**src/rtl/rat_pkg.sv**
```systemverilog
package rat_pkg;

  localparam int          MaxTasksDef = 16;
  localparam logic [15:0] GapReset    = 16'd120;
  localparam logic [16:0] DayMinutes  = 17'd1440;

  localparam logic [2:0] REQ_TICK    = 3'd0;
  localparam logic [2:0] REQ_APPEND  = 3'd1;
  localparam logic [2:0] REQ_ENABLE  = 3'd2;
  localparam logic [2:0] REQ_DISABLE = 3'd3;
  localparam logic [2:0] REQ_FIRE    = 3'd4;

  localparam logic [1:0] ST_OK   = 2'd0;
  localparam logic [1:0] ST_BAD  = 2'd1;
  localparam logic [1:0] ST_FULL = 2'd2;

  typedef enum logic [2:0] {
    S_IDLE,
    S_READ,
    S_EVAL,
    S_SCHED,
    S_EMIT,
    S_NEXT
  } state_t;

  typedef struct packed {
    logic [3:0]  kind;
    logic        mode;
    logic        rep;
    logic [10:0] mark;
    logic [15:0] period;
    logic [31:0] last;
    logic [31:0] due;
    logic [31:0] count;
  } rec_t;

  typedef struct packed {
    logic        is_fire;
    logic [3:0]  idx;
    logic [3:0]  kind;
    logic [31:0] cnt;
    logic [1:0]  status;
    logic        last_item;
  } res_t;

endpackage

```
**src/rtl/reminder_alarm_table.sv**
```systemverilog
// channel | direction | handshake             | payload
// in_     | input     | in_valid / in_ready   | request fields
// out_    | output    | out_valid / out_ready | result fields
// cfg_    | input     | cfg_wr_en             | cfg_wr_data (retrigger gap)
// A request is taken in idle; in_ready stays low until its last beat is loaded
// into the output register.
// Per alarm visited: read, evaluate, next; a firing alarm adds reschedule and emit
// as well, over the single table port and the shared reschedule adder.
// A tick walks every alarm in turn; a non-tick request goes straight to emit, or through
// read, evaluate, reschedule and emit. Output stalls hold the sequencer in emit.
// rst_n is synchronous; the table contents need no clearing.
module reminder_alarm_table #(
  parameter int MAX_TASKS = rat_pkg::MaxTasksDef
) (
  input  logic        clk,
  input  logic        rst_n,
  input  logic        in_valid,
  output logic        in_ready,
  input  logic [2:0]  in_req_type,
  input  logic [31:0] in_now_seconds,
  input  logic [10:0] in_now_minute_of_day,
  input  logic [3:0]  in_task_index,
  input  logic [3:0]  in_task_kind,
  input  logic        in_trigger_mode,
  input  logic        in_repeat_daily,
  input  logic [4:0]  in_alarm_hour,
  input  logic [5:0]  in_alarm_minute,
  input  logic [15:0] in_interval_min,
  input  logic        in_start_enabled,
  output logic        out_valid,
  input  logic        out_ready,
  output logic        out_is_fire,
  output logic [3:0]  out_alarm_index,
  output logic [3:0]  out_alarm_kind,
  output logic [31:0] out_alarm_fire_count,
  output logic [31:0] out_total_fires,
  output logic [1:0]  out_status,
  output logic        out_last_item,
  input  logic        cfg_wr_en,
  input  logic [15:0] cfg_wr_data
);

  localparam int IDX_W = (MAX_TASKS > 1) ? $clog2(MAX_TASKS) : 1;
  localparam int CNT_W = $clog2(MAX_TASKS + 1);
  localparam int CMP_W = (CNT_W > 4) ? CNT_W : 4;
  localparam int AW    = (IDX_W > 4) ? IDX_W : 4;

  rat_pkg::state_t state_r, state_nxt;
  rat_pkg::rec_t   mem [MAX_TASKS];
  rat_pkg::rec_t   rec_r;
  rat_pkg::rec_t   wr_rec;
  rat_pkg::res_t   pend_r, pend_nxt;

  logic             wr_en;
  logic [IDX_W-1:0] wr_addr;
  logic [2:0]       op_r, op_nxt;
  logic [31:0]      now_r, now_nxt;
  logic [10:0]      cur_r, cur_nxt;
  logic [IDX_W-1:0] ptr_r, ptr_nxt;
  logic [CNT_W-1:0] total_r, total_nxt;
  logic [31:0]      fire_total_r, fire_total_nxt;
  logic [31:0]      kind_cnt_r [4];
  logic             kind_inc;
  logic [MAX_TASKS-1:0] en_r, en_nxt;
  logic             do_fire_r, do_fire_nxt;
  logic [15:0]      gap_r;
  logic             out_valid_r;
  rat_pkg::res_t    out_res_r;
  logic [31:0]      out_total_r;
  logic             load_out;

  logic [CMP_W-1:0] tidx_ext;
  logic [CMP_W-1:0] total_ext;
  logic [AW-1:0]    ptr_ext;
  logic [IDX_W-1:0] tidx_addr;
  logic [10:0]      mark_in;
  logic [11:0]      mark_hi;
  logic             time_due;
  logic             due_now;
  logic [31:0]      cnt_new;
  logic [31:0]      last_new;
  logic [31:0]      mins;
  logic [31:0]      mins_x60;
  logic [31:0]      base;
  logic [31:0]      due_new;
  logic             sched_off;
  logic [CNT_W-1:0] ptr_plus;

  assign tidx_ext  = CMP_W'(in_task_index);
  assign total_ext = CMP_W'(total_r);
  assign tidx_addr = tidx_ext[IDX_W-1:0];
  assign ptr_ext   = AW'(ptr_r);
  assign ptr_plus  = CNT_W'(ptr_r) + CNT_W'(1);
  assign mark_in   = 11'(({6'd0, in_alarm_hour} << 6) - ({6'd0, in_alarm_hour} << 2)
                     + {5'd0, in_alarm_minute});
  assign mark_hi   = {1'b0, rec_r.mark} + 12'd1;
  assign time_due  = (cur_r >= rec_r.mark) && ({1'b0, cur_r} <= mark_hi)
                     && ((rec_r.count == 32'd0) || ((now_r - rec_r.last) > {16'd0, gap_r}));
  assign due_now   = rec_r.mode ? (now_r >= rec_r.due) : time_due;

  // reschedule datapath
  assign cnt_new  = do_fire_r ? rec_r.count + 32'd1 : rec_r.count;
  assign last_new = do_fire_r ? now_r : rec_r.last;
  always_comb begin
    sched_off = 1'b0;
    base      = now_r;
    mins      = 32'd0;
    if (rec_r.mode) begin
      base = last_new;
      mins = {16'd0, rec_r.period};
      if (cnt_new == 32'd0) begin
        base = now_r;
        mins = 32'd0;
      end
    end else if (cur_r < rec_r.mark) begin
      mins = {21'd0, rec_r.mark} - {21'd0, cur_r};
    end else if (rec_r.rep) begin
      mins = 32'(rat_pkg::DayMinutes) - {21'd0, cur_r} + {21'd0, rec_r.mark};
    end else begin
      sched_off = 1'b1;
    end
  end
  assign mins_x60 = (mins << 6) - (mins << 2);
  assign due_new  = sched_off ? 32'd0 : base + mins_x60;

  assign load_out = (state_r == rat_pkg::S_EMIT) && (!out_valid_r || out_ready);

  // next state
  always_comb begin
    state_nxt = state_r;
    case (state_r)
      rat_pkg::S_IDLE: begin
        if (in_valid) begin
          state_nxt = rat_pkg::S_EMIT;
          case (in_req_type)
            rat_pkg::REQ_TICK: begin
              if (total_r != '0) state_nxt = rat_pkg::S_READ;
            end
            rat_pkg::REQ_APPEND: begin
              if (total_r != CNT_W'(MAX_TASKS) && in_start_enabled)
                state_nxt = rat_pkg::S_READ;
            end
            rat_pkg::REQ_ENABLE: begin
              if (tidx_ext < total_ext) state_nxt = rat_pkg::S_READ;
            end
            rat_pkg::REQ_FIRE: begin
              if (tidx_ext < total_ext && en_r[tidx_addr]) state_nxt = rat_pkg::S_READ;
            end
            default: state_nxt = rat_pkg::S_EMIT;
          endcase
        end
      end
      rat_pkg::S_READ: state_nxt = rat_pkg::S_EVAL;
      rat_pkg::S_EVAL: begin
        if (op_r == rat_pkg::REQ_TICK && !(en_r[ptr_r] && due_now))
          state_nxt = rat_pkg::S_NEXT;
        else
          state_nxt = rat_pkg::S_SCHED;
      end
      rat_pkg::S_SCHED: state_nxt = rat_pkg::S_EMIT;
      rat_pkg::S_EMIT: begin
        if (load_out) state_nxt = pend_r.last_item ? rat_pkg::S_IDLE : rat_pkg::S_NEXT;
      end
      rat_pkg::S_NEXT: state_nxt = (ptr_plus < total_r) ? rat_pkg::S_READ : rat_pkg::S_EMIT;
      default: state_nxt = rat_pkg::S_IDLE;
    endcase
  end

  // datapath
  always_comb begin
    op_nxt         = op_r;
    now_nxt        = now_r;
    cur_nxt        = cur_r;
    ptr_nxt        = ptr_r;
    total_nxt      = total_r;
    fire_total_nxt = fire_total_r;
    en_nxt         = en_r;
    do_fire_nxt    = do_fire_r;
    pend_nxt       = pend_r;
    kind_inc       = 1'b0;
    wr_en          = 1'b0;
    wr_addr        = ptr_r;
    wr_rec         = rec_r;
    case (state_r)
      rat_pkg::S_IDLE: begin
        if (in_valid) begin
          op_nxt   = in_req_type;
          now_nxt  = in_now_seconds;
          cur_nxt  = in_now_minute_of_day;
          pend_nxt = '{is_fire: 1'b0, idx: 4'd0, kind: 4'd0, cnt: 32'd0,
                       status: rat_pkg::ST_OK, last_item: 1'b1};
          case (in_req_type)
            rat_pkg::REQ_TICK: begin
              ptr_nxt = '0;
            end
            rat_pkg::REQ_APPEND: begin
              if (total_r == CNT_W'(MAX_TASKS)) begin
                pend_nxt.status = rat_pkg::ST_FULL;
              end else begin
                ptr_nxt         = total_r[IDX_W-1:0];
                wr_en           = 1'b1;
                wr_addr         = total_r[IDX_W-1:0];
                wr_rec          = '{kind: in_task_kind, mode: in_trigger_mode,
                                    rep: in_repeat_daily, mark: mark_in,
                                    period: in_interval_min, last: 32'd0,
                                    due: 32'd0, count: 32'd0};
                en_nxt[total_r[IDX_W-1:0]] = in_start_enabled;
                total_nxt       = total_r + CNT_W'(1);
                pend_nxt.idx    = 4'(AW'(total_r[IDX_W-1:0]));
                do_fire_nxt     = 1'b0;
              end
            end
            rat_pkg::REQ_ENABLE, rat_pkg::REQ_DISABLE, rat_pkg::REQ_FIRE: begin
              pend_nxt.idx = in_task_index;
              ptr_nxt      = tidx_addr;
              if (!(tidx_ext < total_ext)) begin
                pend_nxt.status = rat_pkg::ST_BAD;
              end else if (in_req_type == rat_pkg::REQ_ENABLE) begin
                en_nxt[tidx_addr] = 1'b1;
                do_fire_nxt       = 1'b0;
              end else if (in_req_type == rat_pkg::REQ_DISABLE) begin
                en_nxt[tidx_addr] = 1'b0;
              end else if (!en_r[tidx_addr]) begin
                pend_nxt.status = rat_pkg::ST_BAD;
              end else begin
                do_fire_nxt = 1'b1;
              end
            end
            default: ;
          endcase
        end
      end
      rat_pkg::S_EVAL: begin
        if (op_r == rat_pkg::REQ_TICK) do_fire_nxt = en_r[ptr_r] && due_now;
      end
      rat_pkg::S_SCHED: begin
        wr_en        = 1'b1;
        wr_rec.count = cnt_new;
        wr_rec.last  = last_new;
        wr_rec.due   = due_new;
        if (sched_off) en_nxt[ptr_r] = 1'b0;
        if (do_fire_r) begin
          fire_total_nxt = fire_total_r + 32'd1;
          kind_inc       = (rec_r.kind < 4'd4);
          pend_nxt = '{is_fire: 1'b1, idx: ptr_ext[3:0], kind: rec_r.kind, cnt: cnt_new,
                       status: rat_pkg::ST_OK, last_item: (op_r != rat_pkg::REQ_TICK)};
        end
      end
      rat_pkg::S_NEXT: begin
        if (ptr_plus < total_r) ptr_nxt = ptr_plus[IDX_W-1:0];
        else pend_nxt = '{is_fire: 1'b0, idx: 4'd0, kind: 4'd0, cnt: 32'd0,
                          status: rat_pkg::ST_OK, last_item: 1'b1};
      end
      default: ;
    endcase
  end

  always_ff @(posedge clk) begin
    if (wr_en) mem[wr_addr] <= wr_rec;
    if (state_r == rat_pkg::S_READ) rec_r <= mem[ptr_r];
  end

  always_ff @(posedge clk) begin
    if (!rst_n) begin
      state_r      <= rat_pkg::S_IDLE;
      total_r      <= '0;
      fire_total_r <= '0;
      en_r         <= '0;
      gap_r        <= rat_pkg::GapReset;
      out_valid_r  <= 1'b0;
      for (int k = 0; k < 4; k++) kind_cnt_r[k] <= '0;
    end else begin
      state_r      <= state_nxt;
      total_r      <= total_nxt;
      fire_total_r <= fire_total_nxt;
      en_r         <= en_nxt;
      if (cfg_wr_en) gap_r <= cfg_wr_data;
      if (load_out) out_valid_r <= 1'b1;
      else if (out_ready) out_valid_r <= 1'b0;
      if (kind_inc) kind_cnt_r[rec_r.kind[1:0]] <= kind_cnt_r[rec_r.kind[1:0]] + 32'd1;
    end
  end

  always_ff @(posedge clk) begin
    op_r      <= op_nxt;
    now_r     <= now_nxt;
    cur_r     <= cur_nxt;
    ptr_r     <= ptr_nxt;
    do_fire_r <= do_fire_nxt;
    pend_r    <= pend_nxt;
    if (load_out) begin
      out_res_r   <= pend_r;
      out_total_r <= fire_total_r;
    end
  end

  assign in_ready             = (state_r == rat_pkg::S_IDLE);
  assign out_valid            = out_valid_r;
  assign out_is_fire          = out_res_r.is_fire;
  assign out_alarm_index      = out_res_r.idx;
  assign out_alarm_kind       = out_res_r.kind;
  assign out_alarm_fire_count = out_res_r.cnt;
  assign out_total_fires      = out_total_r;
  assign out_status           = out_res_r.status;
  assign out_last_item        = out_res_r.last_item;

  a_total_bound: assert property (@(posedge clk) disable iff (!rst_n)
    total_r <= CNT_W'(MAX_TASKS)) else $error("alarm count overflow");

  a_busy_after_accept: assert property (@(posedge clk) disable iff (!rst_n)
    in_valid && in_ready |=> !in_ready) else $error("request taken while busy");

  a_fire_counts: assert property (@(posedge clk) disable iff (!rst_n)
    state_r == rat_pkg::S_SCHED && do_fire_r |=> fire_total_r == $past(fire_total_r) + 32'd1)
    else $error("fire total not bumped");

  a_scan_in_range: assert property (@(posedge clk) disable iff (!rst_n)
    state_r == rat_pkg::S_READ |-> CNT_W'(ptr_r) < total_r) else $error("scan past table");

endmodule
```
**config.mk**
```make
export PLATFORM = sky130hd
export DESIGN_NAME = reminder_alarm_table
export DESIGN_NICKNAME = d
export VERILOG_FILES = /design/src/rtl/rat_pkg.sv /design/src/rtl/reminder_alarm_table.sv
export SDC_FILE = /design/constraint.sdc
export NUM_CORES = 2
export LEC_CHECK = 0
export BUFFER_PORTS_ARGS = -buffer_cell sky130_fd_sc_hd__buf_4
export CORE_AREA = 3 3 459 461
export CTS_CLUSTER_SIZE = 28
export DETAILED_ROUTE_END_ITERATION = 7
export DIE_AREA = 0 0 462 464
export PLACE_DENSITY = 0.7
export SLEW_MARGIN = 20
export SYNTH_ARGS = -nofsm -noshare
export SYNTH_HDL_FRONTEND = slang
export SYNTH_SLANG_ARGS = --single-unit
```
**constraint.sdc**
```tcl
create_clock -name clk -period 12.2 [get_ports clk]
set_input_delay 2.44 -clock clk [delete_from_list [all_inputs] [get_ports clk]]
set_output_delay 2.44 -clock clk [all_outputs]
set_load 0.02 [all_outputs]
```
==> impl_metrics.csv <==
group,metric,value,unit
global_routing,grt_start_max_net_pins,109,
logic_synthesis,avgSynthCellArea,18.76,µm²
critical_path,cp_num_buf_inv,3,
die,core_area,206900,µm²
sta,worst_pin_slew,1.137,ns
critical_path,cp_common_cell,"buf_4",
critical_path,startpoint_type,"flip-flop",
sta,fin_crit_sh,67.94,%
layout,multi_input_area,27330,µm²
logic_synthesis,synthTopCellsByArea,"edfxtp_1 70%, mux4_2 15%, ha_1 2.1%",
global_routing,overflow,0,
detailed_routing,drt_iter0_drc,6225,
global_routing,grt_pass1_vias,53784,
die,ioPinCount,183,
sta,hold_violations,0,
critical_path,path_class,"reg2reg",
layout,final_layout_size_suffix_gt1_share,23.14,%
detailed_routing,num_vias,53717,
sta,finalSetupViolCount,0,
placed_design,dp.cells,8162,
logic_synthesis,ys_ff_latch,2437,
die,num_rows,167,
critical_path,critical_path.slowest_cell,"edfxtp_1",
cts,hold_buffers,0,
sta,drv_slew,0,
logic_synthesis,synth_nets,5701,
layout,fin_util,55.10,%
run,drv_cap,0,
sta,min_period,8.289,ns
die,die_y,464,µm
detailed_routing,dr.pass1.iters,6,
sta,setup_tns,0,ns
critical_path,crit_required,12.72,ns
cts,clock_latency,0.88,ns
placed_design,io_buffers,182,
critical_path,path_delay_family,"compound AO/OA/AOI/OAI gates",
sta,final.setup.worst_slack,3.911,ns
layout,final_common_cell,"edfxtp_1",
worst_hold_path,hp-class,"reg2reg",
power,ir_worst_vdd,0.0001348,V
layout,ff_latch_area,72450,µm²
worst_hold_path,hold_start,"pend_r[40]$_DFFE_PP_",
layout,layout_common_cells,"2364 x edfxtp_1, 654 x mux4_2, 304 x buf_4",
critical_path,crit_chain,"nand3_1 -> nor4_4 -> nand4_1 -> a22oi_1 -> and3_1 -> a31oi_2 -> buf_4 -> nand2b_2 -> buf_4 -> o21ai_0 -> ha_1 -> ha_1 -> a21o_1 -> a21oi_1 -> nand4_1 -> nor3_1 -> o31ai_1 -> buf_4 -> a211o_1 -> o211a_2 -> a211oi_1 -> xor2_1 -> o21ai_1",
logic_synthesis,netlist.area_leader.share,70.01,%
sta,fin_skew,0.03858,ns
cts,cts_root_buf,"clkbuf_16",
critical_path,critPathMaxStageDelay,0.77,ns
critical_path,cp.arrival,8.81,ns
global_routing,antenna_found_initial,14,
cts,cts_tree,"done",
layout,area_growth,12.40,%
detailed_routing,wl,259.3,mm
placed_design,dp_slack,3.420,ns
die,fp.dieW,462,µm
cts,cts_sinks,2437,
detailed_routing,antenna_left,0,
sta,rsz0062_at_grt,"false",
critical_path,crit_path_end_kind,"flip-flop",
logic_synthesis,syn_area,101400,µm²
global_routing,grt_first_pass_wirelength,379.9,mm
logic_synthesis,ys_types,92,
detailed_routing,routedWlPerCell,30.18,µm
detailed_routing,avgViaCountPerCell,6.253,
cts,htree_levels,4,
die,start_util,49.02,%
logic_synthesis,synth-async-reset-ratio,0,%
logic_synthesis,synthCells,5405,
power,power_density,155.9,nW/µm²
logic_synthesis,yosysTopAreaCell,"edfxtp_1",
layout,nets,5986,
critical_path,rr_startpoint,"do_fire_r$_DFFE_PP_",
cts,path_clk_slew,0.07,ns
logic_synthesis,synth_ff_type,"edfxtp_1",
placed_design,dp_hpwl,149.8,mm
logic_synthesis,seq_area_frac_synth,71.45,%
placed_design,gp_congestion,0.9190,
critical_path,worstPathMaxFanout,63,
logic_synthesis,ys_warn_count,0,
cts,ctsLongestPathBuffers,3,
sta,maxSlewHeadroom,24.23,%
layout,fill_cells,15522,
outcome,status,"finished clean",
critical_path,crit_start,"do_fire_r$_DFFE_PP_",
layout,fin_cells,8591,
cts,post_cts.repair.setup_buffers,0,
power,p_leak,37.50,nW
cts,cts_resized,0,
cts,cts_buffers,226,
sta,timing.fmax,120.6,MHz
die,dieArea,214400,µm²
detailed_routing,drc,0,
logic_synthesis,synth_edf_count,2364,
global_routing,grt.total_usage,24.39,%
report_power, final:
part / total, W / switching (W) / internal, W
Sequential: 0.00929 / 0.0000596 / 0.00923
Combinational: 0.00143 / 0.000814 / 0.000617
Clock: 0.00705 / 0.00310 / 0.00395
state kept, by name, summed over array words and instances, names as in the netlist, 5 cells and up, named ones only:
| register | cells |
|---|---|
| cur_r | 11 |
| fire_total_r | 32 |
| gap_r | 16 |
| mem | 2064 |
| now_r | 32 |
| out_alarm_fire_count | 32 |
| out_total_fires | 32 |
| pend_r | 44 |
| rec_r | 129 |
| total_ext | 5 |
worst register-to-register path, cell delays in order (launching register included):
cell	delay (ns)
edfxtp_1	0.77
nand3_1	0.41
nor4_4	0.74
nand4_1	0.26
a22oi_1	0.26
and3_1	0.28
a31oi_2	0.11
buf_4	0.23
nand2b_2	0.11
buf_4	0.49
o21ai_0	0.18
ha_1	0.39
ha_1	0.33
a21o_1	0.18
a21oi_1	0.44
nand4_1	0.15
nor3_1	0.67
o31ai_1	0.15
buf_4	0.20
a211o_1	0.26
o211a_2	0.20
a211oi_1	0.27
xor2_1	0.11
o21ai_1	0.75
synthesized netlist by cell type (15+ instances only):
cell	count
nand3_1	63
mux2i_1	25
nand2_1	297
nor3_1	36
a22oi_1	15
and2_1	17
nor4_1	16
dfxtp_1	73
o21ai_0	135
nand4_1	49
a21o_1	102
xor2_1	71
a31oi_1	15
nand2b_1	28
o21a_1	19
a311oi_1	16
nor2_1	209
a21oi_1	162
nor2b_1	26
or3_1	16
xnor2_1	78
inv_1	185
ha_1	174
buf_1	54
fa_1	17
and3_1	32
edfxtp_1	2364
clkbuf_1	189
o31ai_1	36
mux4_2	654
final cells by class:
| type | count | area share [%] |
|---|---|---|
| inverter | 187 | 0.6159 |
| sequential | 2437 | 63.57 |
| tap | 2704 | 2.969 |
| clock buffer | 287 | 5.207 |
| clock inverter | 132 | 1.304 |
| timing repair buffer | 324 | 2.343 |
| antenna | 6 | 0.01317 |
| multi-input combinational | 2514 | 23.98 |
path summary, 6_finish.rpt:
check	to	slack, ns	cells after the start
worst max register to register	mem[7][60]$_DFFE_PP_	3.91	23
worst min-delay path	out_alarm_index[1]$_DFFE_PP_	0.42	0
worst max-delay path	mem[7][60]$_DFFE_PP_	3.91	23
worst min register to register	out_alarm_index[1]$_DFFE_PP_	0.42	0
metrics by stage:
step | power (W) | hold slack, ns | instance area, µm²
after global placement | 0.01087 | 0.4033 | 106500
after detailed placement | 0.01089 | 0.4045 | 106500
after CTS | 0.01788 | 0.4171 | 113900
after global routing | 0.01832 | 0.4302 | 114000
after floorplan | 0.01043 | 0.4003 | 101400
final | 0.01777 | 0.4151 | 114000
cell families (layout without fill, tap and decap cells):
logic type / Yosys count / count (layout) / synth area share [%]
compound gates: 647 / 647 / 4.213
xor+xnor: 149 / 149 / 1.287
fa+ha+maj: 191 / 191 / 2.483
buf+inv: 454 / 930 / 1.802
flops: 2437 / 2437 / 71.45
mux: 682 / 682 / 14.81
other cells: 0 / 6 / 0
simple gates: 845 / 845 / 3.961
metal layers:
layer | vias up | track usage [%] | part of all wire [%]
li1 | 22510 | - | -
met1 | 28315 | 34.24 | 40
met2 | 2494 | 39.21 | 49
met3 | 396 | 3.698 | 7.8
met4 | 2 | 8.605 | 3.4
met5 | - | 0 | 0.0050
Note: power is estimated with default switching activity, not from simulation.
